File: src/sv/wpsh_pkg.sv
`default_nettype none

package wpsh_pkg;

    // Default geometry of the store
    localparam int SEPARATION_BINS_DEF = 32;
    localparam int MU_BINS_DEF         = 30;

    // Widest store index over the parameter range (256 * 64 entries)
    localparam int HIST_IDX_W = 14;

    // Register reset values
    localparam logic [31:0] MIN_SEP_RST   = 32'd0;
    localparam logic [31:0] MAX_SEP_RST   = 32'd13107200;
    localparam logic [31:0] BIN_WIDTH_RST = 32'd655360;
    localparam logic [5:0]  BINS_USED_RST = 6'd20;

    typedef enum logic [1:0] {
        OP_ADD   = 2'd0,
        OP_READ  = 2'd1,
        OP_CLEAR = 2'd2,
        OP_SPARE = 2'd3
    } op_t;

    typedef enum logic [1:0] {
        ST_COUNTED = 2'd0,
        ST_DROPPED = 2'd1,
        ST_VALUE   = 2'd2,
        ST_CLEARED = 2'd3
    } status_t;

    typedef enum logic [1:0] {
        CFG_MIN_SEP   = 2'd0,
        CFG_MAX_SEP   = 2'd1,
        CFG_BIN_WIDTH = 2'd2,
        CFG_BINS_USED = 2'd3
    } cfg_idx_t;

    // Work handed from the front to the back
    typedef enum logic [2:0] {
        K_ADD,
        K_READ,
        K_READ_NONE,
        K_CLEAR,
        K_DROP
    } kind_t;

    typedef struct packed {
        kind_t                 kind;
        logic [HIST_IDX_W-1:0] index;
        logic [31:0]           weight;
    } job_t;

    typedef enum logic [3:0] {
        F_IDLE,
        F_DIFF,
        F_SQ,
        F_ROOT_START,
        F_ROOT,
        F_CHECK,
        F_RBIN,
        F_MU,
        F_PUSH
    } front_state_t;

    typedef enum logic [2:0] {
        B_INIT,
        B_IDLE,
        B_FETCH,
        B_CLEAR,
        B_DONE
    } back_state_t;

endpackage

`default_nettype wire

File: src/sv/wpsh_queue.sv
`default_nettype none

// Two-entry queue between front and back
module wpsh_queue (
    input  wire logic            clk,
    input  wire logic            rst_n,
    input  wire logic            push,
    input  wire wpsh_pkg::job_t  push_job,
    output logic                 full,
    input  wire logic            pop,
    output logic                 head_valid,
    output wpsh_pkg::job_t       head_job
);

    wpsh_pkg::job_t slot_reg [2];
    logic           wr_ptr_reg, wr_ptr_next;
    logic           rd_ptr_reg, rd_ptr_next;
    logic [1:0]     count_reg, count_next;

    always_ff @(posedge clk or negedge rst_n)
    begin
        if (!rst_n)
        begin
            wr_ptr_reg <= 1'b0;
            rd_ptr_reg <= 1'b0;
            count_reg  <= '0;
        end
        else
        begin
            wr_ptr_reg <= wr_ptr_next;
            rd_ptr_reg <= rd_ptr_next;
            count_reg  <= count_next;
        end
    end

    always_ff @(posedge clk)
    begin
        if (push)
        begin
            slot_reg[wr_ptr_reg] <= push_job;
        end
    end

    // Advance pointers
    always_comb
    begin
        wr_ptr_next = wr_ptr_reg ^ push;
        rd_ptr_next = rd_ptr_reg ^ pop;
        count_next  = count_reg + {1'b0, push} - {1'b0, pop};
    end

    assign full       = (count_reg == 2'd2);
    assign head_valid = (count_reg != 2'd0);
    assign head_job   = slot_reg[rd_ptr_reg];

    assert property (@(posedge clk) disable iff (!rst_n) pop |-> count_reg != 2'd0)
        else $error("queue popped while empty");
    assert property (@(posedge clk) disable iff (!rst_n) push |-> (count_reg != 2'd2 || pop))
        else $error("queue pushed while full");
    assert property (@(posedge clk) disable iff (!rst_n)
        (count_reg == 2'd0) |-> (wr_ptr_reg == rd_ptr_reg))
        else $error("queue pointers disagree when empty");

endmodule

`default_nettype wire

File: config.mk
export PLATFORM = sky130hd
export DESIGN_NAME = wpsh_queue
export DESIGN_NICKNAME = d
export VERILOG_FILES = /design/src/sv/wpsh_pkg.sv /design/src/sv/wpsh_queue.sv
export SDC_FILE = /design/constraint.sdc
export NUM_CORES = 1
export LEC_CHECK = 0
export BUFFER_PORTS_ARGS = -buffer_cell sky130_fd_sc_hd__buf_2
export CORE_UTILIZATION = 30
export CTS_CLUSTER_SIZE = 12
export DETAILED_ROUTE_END_ITERATION = 10
export GPL_TIMING_DRIVEN = 0
export MAX_ROUTING_LAYER = met4
export PLACE_DENSITY = 0.62
export SYNTH_ARGS = -nofsm -noshare
export SYNTH_HDL_FRONTEND = slang
export SYNTH_SLANG_ARGS = --single-unit
File: constraint.sdc
create_clock -name clk -period 2.8 [get_ports clk]
set_clock_uncertainty 0.15 [all_clocks]
set_input_delay 0.42 -clock clk [delete_from_list [all_inputs] [get_ports clk]]
set_output_delay 0.42 -clock clk [all_outputs]
set_load 0.005 [all_outputs]
# Word level (Yosys, flattened, before mapping)
# Memory sizes are Yosys's and may differ from the RTL's.
# Cells that the tools add are included.
[op_classes]
eq_ne = 1
mux = 2
bitwise = 2
n_addsub = 2
n_reduce_logical = 1
[op_table]
columns = ["operator", "n"]
rows = [
  ["adder 2 x 1 -> 2 bit", 1],
  ["equality test 2 bit (second input constant)", 1],
  ["two-way mux 1 bit", 2],
  ["nonzero test 2 bit", 1],
  ["subtractor 2 x 1 -> 2 bit", 1],
  ["bitwise XOR 1 bit", 2],
]
[totals]
memories = 1
elab_cells = 12
output_inout_bits = 51
regBits = 4
ramBits = 98
[mem_list]
columns = ["name", "words", "width", "read_ports", "rd_ports_with_merged_regs", "wr", "line", "rtl"]
rows = [
  ["slot_reg", 2, 49, 1, 0, 1, "wpsh_queue.sv:15", "wpsh_pkg::job_t slot_reg [2];"],
]

# Logic depth before layout (Yosys ltp)
[logic_depth]
depth_word = 2
mapped_depth = 5
ltp_nobuf = 5

# Worst setup path after synthesis
# OpenSTA, ideal clock, no wires.
[synth_timing]
path_kind = "input-to-reg"
from = "input port push"
to = "memory slot_reg[0][0] (netlist bit), enable pin"
t_arrival_ps = 1634
path_buffers = 0
setup_ps = 412
t_required_ps = 2238
stages = 1
setup_slack_ps = 604
path_cell_list = "ha_1"
[synth_between]
elab_chain_len = 2
[synth_rtl]
columns = ["item", "line", "rtl"]
rows = [
  ["from (decl)", "wpsh_queue.sv:7", "input wire logic push,"],
  ["two-way mux 1 bit", "wpsh_queue.sv:38", "if (push)"],
  ["two-way mux 1 bit (not written as such)", "wpsh_queue.sv:40", "slot_reg[wr_ptr_reg] <= push_job;"],
  ["to (decl)", "wpsh_queue.sv:15", ""],
]
# Every way passes these cells.

==> impl_metrics.env <==
export IMPL_status="finished, final reports clean"
export IMPL_worstMarginPinSlew_ns=0.588
export IMPL_fin_cells=465
export IMPL_top_layer="met4"
export IMPL_dieArea_um2=13800
export IMPL_synth_area_leaders="edfxtp_1 (74%), mux2_4 (18%), buf_12 (2.5%), dfrtp_1 (2.5%), ha_1 (1.3%)"
export IMPL_multi_input_area_um2=836
export IMPL_cp_slowest_cell="dfrtp_1"
export IMPL_initial_core_util=0.312
export IMPL_reg2reg_from="wr_ptr_reg$_DFF_PN0_"
export IMPL_cts_buffers=9
export IMPL_crit_path_max_incr_delay_ns=0.37
export IMPL_drtIter0Drc=57
export IMPL_r2r_slack_ns=1.06
export IMPL_path_class="flop to primary output"
export IMPL_seq_area_um2=3040
export IMPL_seq_area_frac_synth=0.761
export IMPL_ant_nets=0
export IMPL_slew_headroom=0.608
export IMPL_rr_endpoint="slot_reg[0][1]$_DFFE_PP_"
export IMPL_cts_root_buf="clkbuf_16"
export IMPL_finalWeightedCongestion=0.665
export IMPL_worstPathCellList="buf_6 -> buf_12 -> mux2_4 -> buf_2"
export IMPL_htree_levels=3
export IMPL_hold_viol_final=0
export IMPL_required_ns=2.23
export IMPL_clk_latency_ns=0.34
export IMPL_cts_buffer_depth=2
export IMPL_vdd_drop_max_uv=344
export IMPL_nets=343
export IMPL_grt_pass1_wl_um=10400
export IMPL_drive_gt1_frac=0.601
export IMPL_cp_depth=4
export IMPL_die_y_um=117
export IMPL_hold_slack_ns=0.115
export IMPL_r2r_cells=3
export IMPL_io_buffers=103
export IMPL_synth_top_cell_by_area="edfxtp_1"
export IMPL_clk_pin_slew_ns=0.07
export IMPL_avgSynthCellArea_um2=23.7
export IMPL_detailed_place_hpwl_um=4410
export IMPL_yosysWarnings=0
export IMPL_wl_met3_um=372
export IMPL_totalPowerFinal_mw=4.93
export IMPL_p_per_area_nw_per_um2=973
export IMPL_worstHoldEndpoint="slot_reg[0][21]$_DFFE_PP_"
export IMPL_synth_seq_cells=102
export IMPL_fmax_mhz=494
export IMPL_coreArea_um2=12800
export IMPL_synthesis_instances=169
export IMPL_critPathBufInv=3
export IMPL_grt_pass1_vias=2037
export IMPL_viasPerCell=4.08
export IMPL_worstPathMaxFanout=10
export IMPL_synth_distinct_cells=11
export IMPL_largest_register_ffs=98
export IMPL_post_synth_top_area_fraction=0.736
export IMPL_wl_met2_um=3410
export IMPL_grt_usage=0.106
export IMPL_overflow=0
export IMPL_die_x_um=117
export IMPL_hold_depth=1
export IMPL_worst_setup_path_start_kind="flop"
export IMPL_wl_met1_um=2790
export IMPL_wl_per_cell_um=14.4
export IMPL_antenna_found_initial=2
export IMPL_leakage_nw=2.06
export IMPL_period_minus_slack_ns=2.02
export IMPL_grt_max_degree=32
export IMPL_holdCritPathClass="input port to flop"
export IMPL_maxCapViolations=0
export IMPL_ys_async_sr_fraction=0.0392
export IMPL_rows=41
export IMPL_maxSlewViolCount=0
export IMPL_ys_flop_type="edfxtp_1"
export IMPL_cts_tree="done"
export IMPL_netlist_area_um2=4000
export IMPL_syn_nets=226
export IMPL_clock_sinks=102
export IMPL_cts_setup_buffers=0
export IMPL_fillerInstances=1211
export IMPL_ios=104
export IMPL_drc=0
export IMPL_critical_path_top_delay_family="buffers and inverters"
export IMPL_setup_viol=0
export IMPL_finalWirelength_um=6700
export IMPL_critPathCaptureType="primary output"
export IMPL_drtPass1Iterations=4
export IMPL_min_from="push_job[21]"
export IMPL_finalSetupTns_ns=0
export IMPL_synth_edf_count=98
export IMPL_min_period_over_period=0.723
export IMPL_rsz0062_at_grt="false"
export IMPL_yosysMostFrequentCell="edfxtp_1"
export IMPL_arrival_ns=1.45
export IMPL_dpl_cell_count=446
export IMPL_yosys_top_cells_count="edfxtp_1 (98), mux2_4 (49), buf_12 (5)"
export IMPL_synthToLayoutAreaGrowth_pct=26.8
export IMPL_via_count=1895
==> layer usage <==
metal / up-vias / track usage
met5: - / -
met4: 0 / 0.0553
met3: 9 / 0.0334
met2: 62 / 0.175
met1: 925 / 0.115
li1: 899 / -
==> cell usage in the layout (no fill, tap or decap) <==
master,count
edfxtp_1,98
ha_2,2
buf_12,7
dlygate4sd3_1,1
clkinv_2,2
inv_1,4
clkinv_1,4
dfrtp_1,4
xor2_1,1
diode_2,2
ha_1,2
nor2b_1,1
bufinv_16,1
mux2_4,49
clkbuf_16,9
buf_2,103
xor3_1,1
buf_6,1
or2_2,1
==> logic make-up (layout without fill, tap and decap cells) <==
group	Yosys count	count (layout)	synth area share
flip-flops	102	102	0.761
multiplexers	49	49	0.184
buffers and inverters	10	132	0.0316
adder cells (fa/ha/maj)	4	4	0.0125
XOR/XNOR	2	2	0.00813
AND/OR/NAND/NOR	2	2	0.00313
other	0	2	0
==> what timing repair did <==
action	4_1_cts	5_1_grt
hold endpoints to repair	4	0
resized for setup	0	0
hold buffers	1	0
==> power by group <==
part	internal (mW)	switching [mW]	leakage (nW)
sequential	2.03	0.0763	0.966
combinational	0.966	0.683	0.956
clock	0.677	0.504	0.139
total	3.67	1.26	2.06
==> final cells by class <==
type	count	area share
well taps	172	0.0424
diodes	2	0.000987
clock inverters	7	0.0109
multi-input cells	57	0.165
clock buffers	9	0.0444
repair buffers	106	0.112
plain buffers	6	0.0220
flip-flops and latches	102	0.600
inverters	4	0.00296
==> how the worst max path moves through the flow <==
| stage | startpoint | end | slack (ns) |
|---|---|---|---|
| 2_1_floorplan | push | slot_reg[0][0]$_DFFE_PP_ | 0.60 |
| 3_3_place_gp | push | slot_reg[1][8]$_DFFE_PP_ | -0.31 |
| 3_5_place_dp | push | slot_reg[1][5]$_DFFE_PP_ | 0.88 |
| 4_1_cts | rd_ptr_reg$_DFF_PN0_ | head_job[36] | 0.74 |
| 5_1_grt | rd_ptr_reg$_DFF_PN0_ | head_job[36] | 0.71 |
| 6_report | rd_ptr_reg$_DFF_PN0_ | head_job[36] | 0.78 |
==> metrics by stage <==
| step | utilization | setup slack [ns] | area, um^2 |
|---|---|---|---|
| floorplan | - | 0.604 | 4000 |
| global placement | 0.369 | -0.306 | 4730 |
| detailed placement | 0.372 | 0.878 | 4780 |
| CTS | 0.395 | 0.736 | 5070 |
| global route | 0.395 | 0.708 | 5070 |
| finish | 0.395 | 0.776 | 5070 |
==> worst register-to-register path: cells and delay by family, from the launching register on <==
kind	cells	cell delay (ns)
buffers and inverters	2	0.35
adders and majority gates	1	0.54
DFF	1	0.39
Power figures use the tool's default switching activity.
