$ cat src/sv/wpsh_pkg.sv
`default_nettype none

package wpsh_pkg;

    // Default geometry of the store
    localparam int SEPARATION_BINS_DEF = 32;
    localparam int MU_BINS_DEF         = 30;

    // Widest store index over the parameter range (256 * 64 entries)
    localparam int HIST_IDX_W = 14;

    // Register reset values
    localparam logic [31:0] MIN_SEP_RST   = 32'd0;
    localparam logic [31:0] MAX_SEP_RST   = 32'd13107200;
    localparam logic [31:0] BIN_WIDTH_RST = 32'd655360;
    localparam logic [5:0]  BINS_USED_RST = 6'd20;

    typedef enum logic [1:0] {
        OP_ADD   = 2'd0,
        OP_READ  = 2'd1,
        OP_CLEAR = 2'd2,
        OP_SPARE = 2'd3
    } op_t;

    typedef enum logic [1:0] {
        ST_COUNTED = 2'd0,
        ST_DROPPED = 2'd1,
        ST_VALUE   = 2'd2,
        ST_CLEARED = 2'd3
    } status_t;

    typedef enum logic [1:0] {
        CFG_MIN_SEP   = 2'd0,
        CFG_MAX_SEP   = 2'd1,
        CFG_BIN_WIDTH = 2'd2,
        CFG_BINS_USED = 2'd3
    } cfg_idx_t;

    // Work handed from the front to the back
    typedef enum logic [2:0] {
        K_ADD,
        K_READ,
        K_READ_NONE,
        K_CLEAR,
        K_DROP
    } kind_t;

    typedef struct packed {
        kind_t                 kind;
        logic [HIST_IDX_W-1:0] index;
        logic [31:0]           weight;
    } job_t;

    typedef enum logic [3:0] {
        F_IDLE,
        F_DIFF,
        F_SQ,
        F_ROOT_START,
        F_ROOT,
        F_CHECK,
        F_RBIN,
        F_MU,
        F_PUSH
    } front_state_t;

    typedef enum logic [2:0] {
        B_INIT,
        B_IDLE,
        B_FETCH,
        B_CLEAR,
        B_DONE
    } back_state_t;

endpackage

`default_nettype wire

$ cat src/sv/wpsh_sqrt.sv
`default_nettype none

// Integer square root of a 66-bit value, one result bit per cycle
module wpsh_sqrt (
    input  wire logic        clk,
    input  wire logic        rst_n,
    input  wire logic        start,
    input  wire logic [65:0] radicand,
    output logic             done,
    output logic [32:0]      root
);

    logic        busy_reg, busy_next;
    logic        done_reg, done_next;
    logic [5:0]  cnt_reg, cnt_next;
    logic [65:0] rad_reg, rad_next;
    logic [35:0] rem_reg, rem_next;
    logic [32:0] root_reg, root_next;
    logic [35:0] rem_shift;
    logic [35:0] trial;

    // Hold state
    always_ff @(posedge clk or negedge rst_n)
    begin
        if (!rst_n)
        begin
            busy_reg <= 1'b0;
            done_reg <= 1'b0;
            cnt_reg  <= '0;
        end
        else
        begin
            busy_reg <= busy_next;
            done_reg <= done_next;
            cnt_reg  <= cnt_next;
        end
    end

    always_ff @(posedge clk)
    begin
        rad_reg  <= rad_next;
        rem_reg  <= rem_next;
        root_reg <= root_next;
    end

    // Bring down two bits and try the next root bit
    always_comb
    begin
        rem_shift = {rem_reg[33:0], rad_reg[65:64]};
        trial     = {1'b0, root_reg, 2'b01};
        busy_next = busy_reg;
        done_next = 1'b0;
        cnt_next  = cnt_reg;
        rad_next  = rad_reg;
        rem_next  = rem_reg;
        root_next = root_reg;
        if (!busy_reg)
        begin
            if (start)
            begin
                busy_next = 1'b1;
                cnt_next  = 6'd32;
                rad_next  = radicand;
                rem_next  = '0;
                root_next = '0;
            end
        end
        else
        begin
            rad_next = {rad_reg[63:0], 2'b00};
            if (rem_shift >= trial)
            begin
                rem_next  = rem_shift - trial;
                root_next = {root_reg[31:0], 1'b1};
            end
            else
            begin
                rem_next  = rem_shift;
                root_next = {root_reg[31:0], 1'b0};
            end
            if (cnt_reg == 6'd0)
            begin
                busy_next = 1'b0;
                done_next = 1'b1;
            end
            else
            begin
                cnt_next = cnt_reg - 6'd1;
            end
        end
    end

    assign done = done_reg;
    assign root = root_reg;

endmodule

`default_nettype wire

$ cat src/sv/wpsh_div.sv
`default_nettype none

// Restoring divider, one quotient bit per cycle
module wpsh_div #(
    parameter int NUM_W = 37
) (
    input  wire logic             clk,
    input  wire logic             rst_n,
    input  wire logic             start,
    input  wire logic [NUM_W-1:0] dividend,
    input  wire logic [31:0]      divisor,
    output logic                  done,
    output logic [NUM_W-1:0]      quotient
);

    localparam int CNT_W = $clog2(NUM_W + 1);

    logic             busy_reg, busy_next;
    logic             done_reg, done_next;
    logic [CNT_W-1:0] cnt_reg, cnt_next;
    logic [NUM_W-1:0] num_reg, num_next;
    logic [NUM_W-1:0] quo_reg, quo_next;
    logic [31:0]      den_reg, den_next;
    logic [31:0]      rem_reg, rem_next;
    logic [32:0]      part;
    logic [32:0]      diff;

    always_ff @(posedge clk or negedge rst_n)
    begin
        if (!rst_n)
        begin
            busy_reg <= 1'b0;
            done_reg <= 1'b0;
            cnt_reg  <= '0;
        end
        else
        begin
            busy_reg <= busy_next;
            done_reg <= done_next;
            cnt_reg  <= cnt_next;
        end
    end

    always_ff @(posedge clk)
    begin
        num_reg <= num_next;
        quo_reg <= quo_next;
        den_reg <= den_next;
        rem_reg <= rem_next;
    end

    // Shift in one dividend bit, subtract where it fits
    always_comb
    begin
        part      = {rem_reg, num_reg[NUM_W-1]};
        diff      = part - {1'b0, den_reg};
        busy_next = busy_reg;
        done_next = 1'b0;
        cnt_next  = cnt_reg;
        num_next  = num_reg;
        quo_next  = quo_reg;
        den_next  = den_reg;
        rem_next  = rem_reg;
        if (!busy_reg)
        begin
            if (start)
            begin
                busy_next = 1'b1;
                cnt_next  = CNT_W'(NUM_W - 1);
                num_next  = dividend;
                den_next  = divisor;
                rem_next  = '0;
                quo_next  = '0;
            end
        end
        else
        begin
            num_next = num_reg << 1;
            if (part >= {1'b0, den_reg})
            begin
                rem_next = diff[31:0];
                quo_next = {quo_reg[NUM_W-2:0], 1'b1};
            end
            else
            begin
                rem_next = part[31:0];
                quo_next = {quo_reg[NUM_W-2:0], 1'b0};
            end
            if (cnt_reg == '0)
            begin
                busy_next = 1'b0;
                done_next = 1'b1;
            end
            else
            begin
                cnt_next = cnt_reg - CNT_W'(1);
            end
        end
    end

    assign done     = done_reg;
    assign quotient = quo_reg;

endmodule

`default_nettype wire

$ cat src/sv/wpsh_front.sv
`default_nettype none

// Accept transactions, hold configuration, work out the bin of each pair
module wpsh_front #(
    parameter int SEPARATION_BINS = wpsh_pkg::SEPARATION_BINS_DEF,
    parameter int MU_BINS         = wpsh_pkg::MU_BINS_DEF
) (
    input  wire logic        clk,
    input  wire logic        rst_n,
    input  wire logic        cfg_write,
    input  wire logic [1:0]  cfg_index,
    input  wire logic [31:0] cfg_data,
    input  wire logic        in_valid,
    output logic             in_stall,
    input  wire logic [1:0]  operation,
    input  wire logic [31:0] first_x,
    input  wire logic [31:0] first_y,
    input  wire logic [31:0] first_z,
    input  wire logic [31:0] first_distance,
    input  wire logic [15:0] first_weight,
    input  wire logic [31:0] second_x,
    input  wire logic [31:0] second_y,
    input  wire logic [31:0] second_z,
    input  wire logic [31:0] second_distance,
    input  wire logic [15:0] second_weight,
    input  wire logic [9:0]  read_index,
    input  wire logic        back_init,
    output logic             push,
    output wpsh_pkg::job_t   push_job,
    input  wire logic        queue_full
);

    localparam int DEPTH  = SEPARATION_BINS * MU_BINS;
    localparam int IDX_W  = (DEPTH > 1) ? $clog2(DEPTH) : 1;
    localparam int RBIN_W = (SEPARATION_BINS > 1) ? $clog2(SEPARATION_BINS) : 1;
    localparam int MU_W   = (MU_BINS > 1) ? $clog2(MU_BINS) : 1;
    localparam int NUM_W  = 32 + $clog2(MU_BINS + 1);
    localparam logic [NUM_W-1:0] MU_K     = NUM_W'(MU_BINS);
    localparam logic [NUM_W-1:0] MU_LAST  = NUM_W'(MU_BINS - 1);
    localparam logic [8:0]       SB_K     = 9'(SEPARATION_BINS);
    localparam logic [31:0]      DEPTH_K  = 32'(DEPTH);

    // Configuration registers
    logic [31:0] min_sep_reg;
    logic [31:0] max_sep_reg;
    logic [31:0] bin_width_reg;
    logic [5:0]  bins_used_reg;

    always_ff @(posedge clk or negedge rst_n)
    begin
        if (!rst_n)
        begin
            min_sep_reg   <= wpsh_pkg::MIN_SEP_RST;
            max_sep_reg   <= wpsh_pkg::MAX_SEP_RST;
            bin_width_reg <= wpsh_pkg::BIN_WIDTH_RST;
            bins_used_reg <= wpsh_pkg::BINS_USED_RST;
        end
        else if (cfg_write)
        begin
            case (wpsh_pkg::cfg_idx_t'(cfg_index))
                wpsh_pkg::CFG_MIN_SEP:   min_sep_reg   <= cfg_data;
                wpsh_pkg::CFG_MAX_SEP:   max_sep_reg   <= cfg_data;
                wpsh_pkg::CFG_BIN_WIDTH: bin_width_reg <= cfg_data;
                wpsh_pkg::CFG_BINS_USED: bins_used_reg <= cfg_data[5:0];
                default: ;
            endcase
        end
    end

    wpsh_pkg::front_state_t state_reg, state_next;
    logic [1:0]  k_reg, k_next;

    logic [31:0] ax_reg, ay_reg, az_reg, ad_reg;
    logic [31:0] bx_reg, by_reg, bz_reg, bd_reg;
    logic [31:0] wprod_reg;
    logic [31:0] dx_reg, dy_reg, dz_reg, ddc_reg;
    logic [31:0] dx_next, dy_next, dz_next, ddc_next;
    logic [63:0] sq_reg, sq_next;
    logic [65:0] acc_reg, acc_next;
    logic [32:0] sep_reg, sep_next;
    logic [RBIN_W-1:0] rbin_reg, rbin_next;
    wpsh_pkg::job_t job_reg, job_next;

    logic             accept;
    logic             root_start, root_done;
    logic [32:0]      root;
    logic             div_start, div_done;
    logic [NUM_W-1:0] div_num;
    logic [31:0]      div_den;
    logic [NUM_W-1:0] quotient;
    logic [31:0]      dsel;
    logic [32:0]      ex, ey, ez;
    logic [8:0]       limit;
    logic [MU_W-1:0]  mubin;
    logic [IDX_W-1:0] idx;
    logic [31:0]      sep_off;

    always_ff @(posedge clk or negedge rst_n)
    begin
        if (!rst_n)
        begin
            state_reg <= wpsh_pkg::F_IDLE;
            k_reg     <= '0;
        end
        else
        begin
            state_reg <= state_next;
            k_reg     <= k_next;
        end
    end

    // Capture the pair on acceptance
    always_ff @(posedge clk)
    begin
        if (accept)
        begin
            ax_reg    <= first_x;
            ay_reg    <= first_y;
            az_reg    <= first_z;
            ad_reg    <= first_distance;
            bx_reg    <= second_x;
            by_reg    <= second_y;
            bz_reg    <= second_z;
            bd_reg    <= second_distance;
            wprod_reg <= 32'(first_weight) * 32'(second_weight);
        end
        dx_reg   <= dx_next;
        dy_reg   <= dy_next;
        dz_reg   <= dz_next;
        ddc_reg  <= ddc_next;
        sq_reg   <= sq_next;
        acc_reg  <= acc_next;
        sep_reg  <= sep_next;
        rbin_reg <= rbin_next;
        job_reg  <= job_next;
    end

    wpsh_sqrt u_sqrt (
        .clk      (clk),
        .rst_n    (rst_n),
        .start    (root_start),
        .radicand (acc_reg),
        .done     (root_done),
        .root     (root)
    );

    wpsh_div #(.NUM_W(NUM_W)) u_div (
        .clk      (clk),
        .rst_n    (rst_n),
        .start    (div_start),
        .dividend (div_num),
        .divisor  (div_den),
        .done     (div_done),
        .quotient (quotient)
    );

    // Shared divider operands: separation bin first, then mu bin
    assign sep_off = sep_reg[31:0] - min_sep_reg;
    always_comb
    begin
        if (state_reg == wpsh_pkg::F_CHECK)
        begin
            div_num = NUM_W'(sep_off);
            div_den = bin_width_reg;
        end
        else
        begin
            div_num = NUM_W'(ddc_reg) * MU_K;
            div_den = sep_reg[31:0];
        end
    end

    assign accept = in_valid && !in_stall;
    assign in_stall = (state_reg != wpsh_pkg::F_IDLE) || back_init;
    assign limit = ({3'b000, bins_used_reg} < SB_K) ? {3'b000, bins_used_reg} : SB_K;
    assign ex = {ax_reg[31], ax_reg} - {bx_reg[31], bx_reg};
    assign ey = {ay_reg[31], ay_reg} - {by_reg[31], by_reg};
    assign ez = {az_reg[31], az_reg} - {bz_reg[31], bz_reg};
    assign mubin = (quotient >= MU_K) ? MU_LAST[MU_W-1:0] : quotient[MU_W-1:0];
    assign idx = IDX_W'(rbin_reg) * IDX_W'(MU_BINS) + IDX_W'(mubin);

    always_comb
    begin
        case (k_reg)
            2'd0:    dsel = dx_reg;
            2'd1:    dsel = dy_reg;
            default: dsel = dz_reg;
        endcase
    end

    // Sequence one transaction
    always_comb
    begin
        state_next = state_reg;
        k_next     = k_reg;
        dx_next    = dx_reg;
        dy_next    = dy_reg;
        dz_next    = dz_reg;
        ddc_next   = ddc_reg;
        sq_next    = sq_reg;
        acc_next   = acc_reg;
        sep_next   = sep_reg;
        rbin_next  = rbin_reg;
        job_next   = job_reg;
        root_start = 1'b0;
        div_start  = 1'b0;
        push       = 1'b0;
        case (state_reg)
            wpsh_pkg::F_IDLE:
            begin
                if (accept)
                begin
                    job_next.index  = '0;
                    job_next.weight = '0;
                    case (wpsh_pkg::op_t'(operation))
                        wpsh_pkg::OP_ADD:
                        begin
                            job_next.kind = wpsh_pkg::K_DROP;
                            state_next    = wpsh_pkg::F_DIFF;
                        end
                        wpsh_pkg::OP_READ:
                        begin
                            job_next.kind  = (32'(read_index) < DEPTH_K) ?
                                             wpsh_pkg::K_READ : wpsh_pkg::K_READ_NONE;
                            job_next.index = wpsh_pkg::HIST_IDX_W'(read_index);
                            state_next     = wpsh_pkg::F_PUSH;
                        end
                        wpsh_pkg::OP_CLEAR:
                        begin
                            job_next.kind = wpsh_pkg::K_CLEAR;
                            state_next    = wpsh_pkg::F_PUSH;
                        end
                        default:
                        begin
                            job_next.kind = wpsh_pkg::K_DROP;
                            state_next    = wpsh_pkg::F_PUSH;
                        end
                    endcase
                end
            end
            wpsh_pkg::F_DIFF:
            begin
                dx_next    = ex[32] ? 32'(-ex) : ex[31:0];
                dy_next    = ey[32] ? 32'(-ey) : ey[31:0];
                dz_next    = ez[32] ? 32'(-ez) : ez[31:0];
                ddc_next   = (ad_reg > bd_reg) ? ad_reg - bd_reg : bd_reg - ad_reg;
                acc_next   = '0;
                k_next     = '0;
                state_next = wpsh_pkg::F_SQ;
            end
            wpsh_pkg::F_SQ:
            begin
                // Square one component while adding the previous one
                sq_next = dsel * dsel;
                if (k_reg != 2'd0)
                begin
                    acc_next = acc_reg + {2'b00, sq_reg};
                end
                k_next = k_reg + 2'd1;
                if (k_reg == 2'd3)
                begin
                    state_next = wpsh_pkg::F_ROOT_START;
                end
            end
            wpsh_pkg::F_ROOT_START:
            begin
                root_start = 1'b1;
                state_next = wpsh_pkg::F_ROOT;
            end
            wpsh_pkg::F_ROOT:
            begin
                if (root_done)
                begin
                    sep_next   = root;
                    state_next = wpsh_pkg::F_CHECK;
                end
            end
            wpsh_pkg::F_CHECK:
            begin
                if (sep_reg == '0 || sep_reg > {1'b0, max_sep_reg} ||
                    sep_reg < {1'b0, min_sep_reg} || bin_width_reg == '0)
                begin
                    state_next = wpsh_pkg::F_PUSH;
                end
                else
                begin
                    div_start  = 1'b1;
                    state_next = wpsh_pkg::F_RBIN;
                end
            end
            wpsh_pkg::F_RBIN:
            begin
                if (div_done)
                begin
                    if (quotient >= NUM_W'(limit))
                    begin
                        state_next = wpsh_pkg::F_PUSH;
                    end
                    else
                    begin
                        rbin_next  = quotient[RBIN_W-1:0];
                        div_start  = 1'b1;
                        state_next = wpsh_pkg::F_MU;
                    end
                end
            end
            wpsh_pkg::F_MU:
            begin
                if (div_done)
                begin
                    job_next.kind   = wpsh_pkg::K_ADD;
                    job_next.index  = wpsh_pkg::HIST_IDX_W'(idx);
                    job_next.weight = wprod_reg;
                    state_next      = wpsh_pkg::F_PUSH;
                end
            end
            wpsh_pkg::F_PUSH:
            begin
                if (!queue_full)
                begin
                    push       = 1'b1;
                    state_next = wpsh_pkg::F_IDLE;
                end
            end
            default:
            begin
                state_next = wpsh_pkg::F_IDLE;
            end
        endcase
    end

    assign push_job = job_reg;

endmodule

`default_nettype wire

$ cat config.mk
export PLATFORM = sky130hd
export DESIGN_NAME = wpsh_front
export DESIGN_NICKNAME = d
export VERILOG_FILES = /design/src/sv/wpsh_pkg.sv /design/src/sv/wpsh_sqrt.sv /design/src/sv/wpsh_div.sv /design/src/sv/wpsh_front.sv
export SDC_FILE = /design/constraint.sdc
export NUM_CORES = 2
export LEC_CHECK = 0
export ABC_AREA = 1
export ABC_CLOCK_PERIOD_IN_PS = 16600
export BUFFER_PORTS_ARGS = -buffer_cell sky130_fd_sc_hd__buf_2
export CORE_MARGIN = 2
export CORE_UTILIZATION = 30
export DETAILED_ROUTE_END_ITERATION = 8
export GPL_ROUTABILITY_DRIVEN = 0
export SLEW_MARGIN = 20
export SYNTH_ARGS = -nofsm -noshare
export SYNTH_HDL_FRONTEND = slang
export SYNTH_SLANG_ARGS = --single-unit
$ cat constraint.sdc
create_clock -name clk -period 16.6 [get_ports clk]
set_input_delay 2.49 -clock clk [delete_from_list [all_inputs] [get_ports clk]]
set_output_delay 2.49 -clock clk [all_outputs]
set_load 0.03 [all_outputs]
# Word-level counts from Yosys, hierarchy flattened
# Index checks and enable logic that the tools add are counted.
# totals
wordCells	195
out_inout_bits	51
reg_bits	1028
# op_classes
n_mux	67
reduce_logical	32
addsub	16
multipliers	4
magnitude_cmp	9
bitwise	2
n_eq_ne	24
# ops
operator	count
two-way mux 32 bit	8
two-way mux 66 bit	3
two-way mux 37 bit	5
case mux 66 bit (2 select lines)	1
subtractor 32 bit	4
two-way mux 34 bit	3
subtractor 32 x 32 -> 33 bit	3
two-way mux 49 bit	2
case mux 49 bit (2 select lines)	1
negator 32 bit	3
adder 66 x 64 -> 66 bit	1
two-way mux 33 bit	2
multiplier 32 x 32 -> 64 bit	1
case mux 32 bit (2 select lines)	1
two-way mux 6 bit	7
greater-or-equal comparator 37 x 5 -> 1 bit, second input constant	1
greater-or-equal comparator 37 x 6 -> 1 bit	1
greater-or-equal comparator 36 x 35 -> 1 bit	1
multiplier 32 x 4 -> 36 bit, second input constant	1
two-way mux 4 bit	9
case mux 4 bit (9 select lines)	1
subtractor 34 bit	1
greater-or-equal comparator 33 x 32 -> 1 bit	1
> comparator 33 x 32 -> 1 bit	1
other kinds (38)	92

# Depth between registers and ports, before layout
# depth
word_depth	8
mapped_depth	40
ltp_nobuf	36

# By module
# Synthesis repeated with hierarchy kept, for this count alone.
# hier_totals
hier_cells	13273
area_unflattened_um2	107151.5
# modules_own_cells
module	cells_per_inst	seq_area_each_um2	instances	area_per_inst_um2
wpsh_front	11143	21569.4	1	89659.7
wpsh_div	1051	4334.2	1	8748.4
wpsh_sqrt	1079	4174.0	1	8743.4

# Worst setup path after synthesis
# No wires, ideal clock.
# synth_timing
path_kind	in2reg
start	input back_init
end	register job_reg (netlist bit push_job[0]), enable pin
cell_stages	4
t_required_ns	16.198
arrival_ns	16.947
slack_ns	-0.749
setup_ns	0.402
path_cell_list	or2_2 > nor2_1 > o21ai_0 > inv_1
# synth_between
elab_chain_len	5
# synth_lines
item	line	text
from (decl)	wpsh_front.sv:27	input wire logic back_init,
logical OR 1 bit	wpsh_front.sv:174	assign in_stall = (state_reg != wpsh_pkg::F_IDLE) || back_init;
zero test 1 bit	wpsh_front.sv:173	assign accept = in_valid && !in_stall;
logical AND 1 bit	wpsh_front.sv:173	
named net accept	wpsh_front.sv:84	logic accept;
inequality test 2 bit (no source line)	n/a	
AND reduction 3 bit (no source line)	n/a	
to (signal assigned)	wpsh_front.sv:135	job_reg <= job_next;
to (decl)	wpsh_front.sv:82	wpsh_pkg::job_t job_reg, job_next;
# The timed path passes the listed nets, and every way through them passes these cells.
# A chain may end at the register's enable or synchronous reset.

# Worst setup path after layout
# layout_timing
start	register k_reg[0]
end	register sq_reg[46], data pin
# layout_between
elab_chain_len	3
# layout_lines
item	line	text
from (decl)	wpsh_front.sv:71	logic [1:0] k_reg, k_next;
from (signal assigned)	wpsh_front.sv:108	k_reg <= k_next;
equality test 2 x 1 -> 1 bit / zero test 2 bit (equally long branches)	wpsh_front.sv:184	case (k_reg)
case mux 32 bit (2 select lines) *	wpsh_front.sv:184	
multiplier 32 x 32 -> 64 bit *	wpsh_front.sv:254	sq_next = dsel * dsel;
to (signal assigned)	wpsh_front.sv:131	sq_reg <= sq_next;
to (decl)	wpsh_front.sv:78	logic [63:0] sq_reg, sq_next;
# Mark *: on every way between the ends. The rest lies on a longest branch, timed or not.

==> flow_metrics.py <==
metrics = {
    "status": {
        "status": "completed",
    },
    "clocking": {
        "insertion_delay_ns": 0.84,
        "cts_tree": "done",
        "post_cts_resized": 0,
        "ctsHtreeMaxLevel": 3,
        "cts_hold_buf": 0,
        "numCtsBuffers": 110,
        "clock-sinks": 1023,
        "clockRootBuffer": "clkbuf_16",
        "post_cts_buffers": 0,
        "cts_buffer_depth": 3,
        "clk_pin_slew_ns": 0.07,
    },
    "detailed_routing": {
        "wl_per_cell_um": 16.9,
        "routed_via_density": 4.72,
        "drtPass1Iterations": 6,
        "post-route-drc-count": 0,
        "wirelength_um": 301000,
        "drt-initial-drc-count": 6724,
        "num_vias": 84300,
        "postRouteAntennaNets": 0,
    },
    "timing": {
        "drv_slew": 0,
        "fmax_ghz": 0.103,
        "final_hold_viol_count": 0,
        "fin_skew_ns": 0.115,
        "rsz0062_at_grt": "no",
        "period_share_pct": 58.5,
        "tns_ns": 0,
        "setup_violations": 0,
        "max_slew.worst_pin.slew_ns": 1.03,
        "slew_headroom_pct": 30.3,
        "fin_crit_ns": 9.71,
    },
    "logic_synthesis": {
        "ys_ff_latch": 1023,
        "netlist_area_um2": 105000,
        "synth_top_cell_area_share_pct": 25.5,
        "synthArstFlopShare_pct": 12.1,
        "yosysTopAreaCell": "edfxtp_1",
        "synth-main-ff-cell": "edfxtp_1",
        "ys_top_cells_by_area": "edfxtp_1, fa_1, inv_1",
        "avgSynthCellArea_um2": 8.20,
        "synthCells": 12900,
        "synth_edf_count": 896,
        "synth_seq_area_share_pct": 28.5,
        "synth_cell_types": 69,
        "ys_warn_count": 0,
    },
    "cells_and_area": {
        "fillers": 36700,
        "finalNetCount": 15400,
        "area_growth_pct": 10.2,
        "drive_above_1_share_pct": 5.50,
    },
    "setup_path": {
        "worstSetupStartpoint": "k_reg[0]",
        "reg2regPathDepth": 31,
        "crit_type": "reg2reg",
        "required_ns": 17.15,
        "r2r_start": "k_reg[0]",
        "start_kind": "register",
        "end_kind": "register",
        "critPathArrivalTime_ns": 10.26,
        "cpPeakStageDelay_ns": 0.62,
        "worst_path_max_delay_cell": "ha_2",
        "crit_fanout": 34,
    },
    "floorplan": {
        "dieArea_um2": 356000,
        "core_um2": 350000,
        "rows": 217,
        "die_h_um": 597,
        "die_w_um": 597,
        "initial_utilization_pct": 30.2,
        "io_pins": 391,
    },
    "worst_hold_path": {
        "min-delay-start": "u_sqrt.root[11]",
        "hold_depth": 0,
        "hp-class": "reg2reg",
    },
    "placed_design": {
        "port_buffers": 386,
        "dpl.hpwl_um": 241000,
    },
    "global_routing": {
        "met3_usage_pct": 2.29,
        "track_usage_pct": 16.7,
        "antenna_found_initial": 17,
        "use_met1_pct": 23.7,
        "grt_pass1_wl_um": 472000,
        "overflow": 0,
        "grt_pass1_vias": 84100,
        "use_met2_pct": 26.6,
        "grt.busiest_layer": "met2",
        "grt_start_max_net_pins": 93,
    },
    "flow_run": {
        "max_cap_violations": 0,
    },
}
-- final cells by class --
| cell class | instances | area (um2) | area share [%] |
|---|---|---|---|
| Clock inverter | 56 | 628 | 0.540 |
| Inverter | 3048 | 11400 | 9.85 |
| Sequential cell | 1023 | 30100 | 25.9 |
| Timing Repair Buffer | 448 | 2400 | 2.07 |
| Tap cell | 4599 | 5750 | 4.95 |
| Antenna cell | 5 | 12.5 | 0.0108 |
| Clock buffer | 152 | 3060 | 2.63 |
| Multi-Input combinational cell | 8503 | 62800 | 54.1 |
-- worst max-delay path: cells and delay by family (launching register included) --
family	cells	cell delay [ns]
compound gates	8	2.44
buf+inv	9	1.48
simple gates	4	0.32
fa+ha+maj	10	4.77
flops	1	0.42
-- final timing paths --
kind	to	slack, ns
worst min-delay path	sep_reg[11]	0.46
max in group asynchronous	u_sqrt.busy_reg	13.57
min in group asynchronous	bin_width_reg[15]	1.72
worst max register to register	sq_reg[46]	6.89
worst min register to register	sep_reg[11]	0.46
worst max-delay path	sq_reg[46]	6.89
-- per-stage QoR --
stage	std cells	hold slack [ns]	cell area [um2]	worst slack [ns]	utilization (%)
after CTS	17800	0.453	116000	6.85	33.2
after floorplan	12900	0.426	105000	4.34	-
after detailed placement	17600	0.444	113000	6.85	32.2
after global placement	17600	0.438	113000	6.94	32.2
after global routing	17800	0.480	116000	6.24	33.2
final	17800	0.457	116000	6.89	33.2
-- layer usage --
metal / part of all wire [%] / wire length (um)
met2: 44 / 133000
met3: 6.9 / 20800
met5: 0.012 / 37
met1: 46 / 138000
met4: 3.0 / 8990
-- synthesized netlist by cell type (all sizes together), types with 15 or more instances --
master  instances
nand3         355
nor3          101
a22o           81
buf            61
o21a           50
or2            15
o21bai         51
a31oi          50
o211ai         22
dfrtp         117
a21o           64
nand4         142
a21boi         24
xnor2         108
edfxtp        896
xor2          215
nor4           33
clkbuf        238
inv          3046
nand3b         23
fa           1061
nand2        2979
o21ai         626
a21oi         724
nor2          852
ha            821
-- cell usage in the layout, fill, tap and decap left out, types with 214 or more instances in the layout --
cell type and instances:
inv_1 3030, nand2_1 2958, fa_1 1061, edfxtp_1 896, nor2_1 833, ha_1 820, a21oi_1 722, o21ai_0 595
buf_2 385, nand3_1 347, xor2_1 214
-- cells by family (layout without fill, tap and decap cells) --
family,count (synthesis),after routing,share of synthesized area (%)
simple gates,4530,4530,17.4
fa+ha+maj,1882,1882,29.9
other cells,1,9,0.00356
mux,4,4,0.0380
compound gates,1760,1760,9.44
buf+inv,3347,3704,12.0
xor+xnor,323,323,2.71
flops,1023,1023,28.5
Power is left out: the tool's default activity adds up to more than one toggle a clock period on the data nets, which glitch-free logic cannot reach.
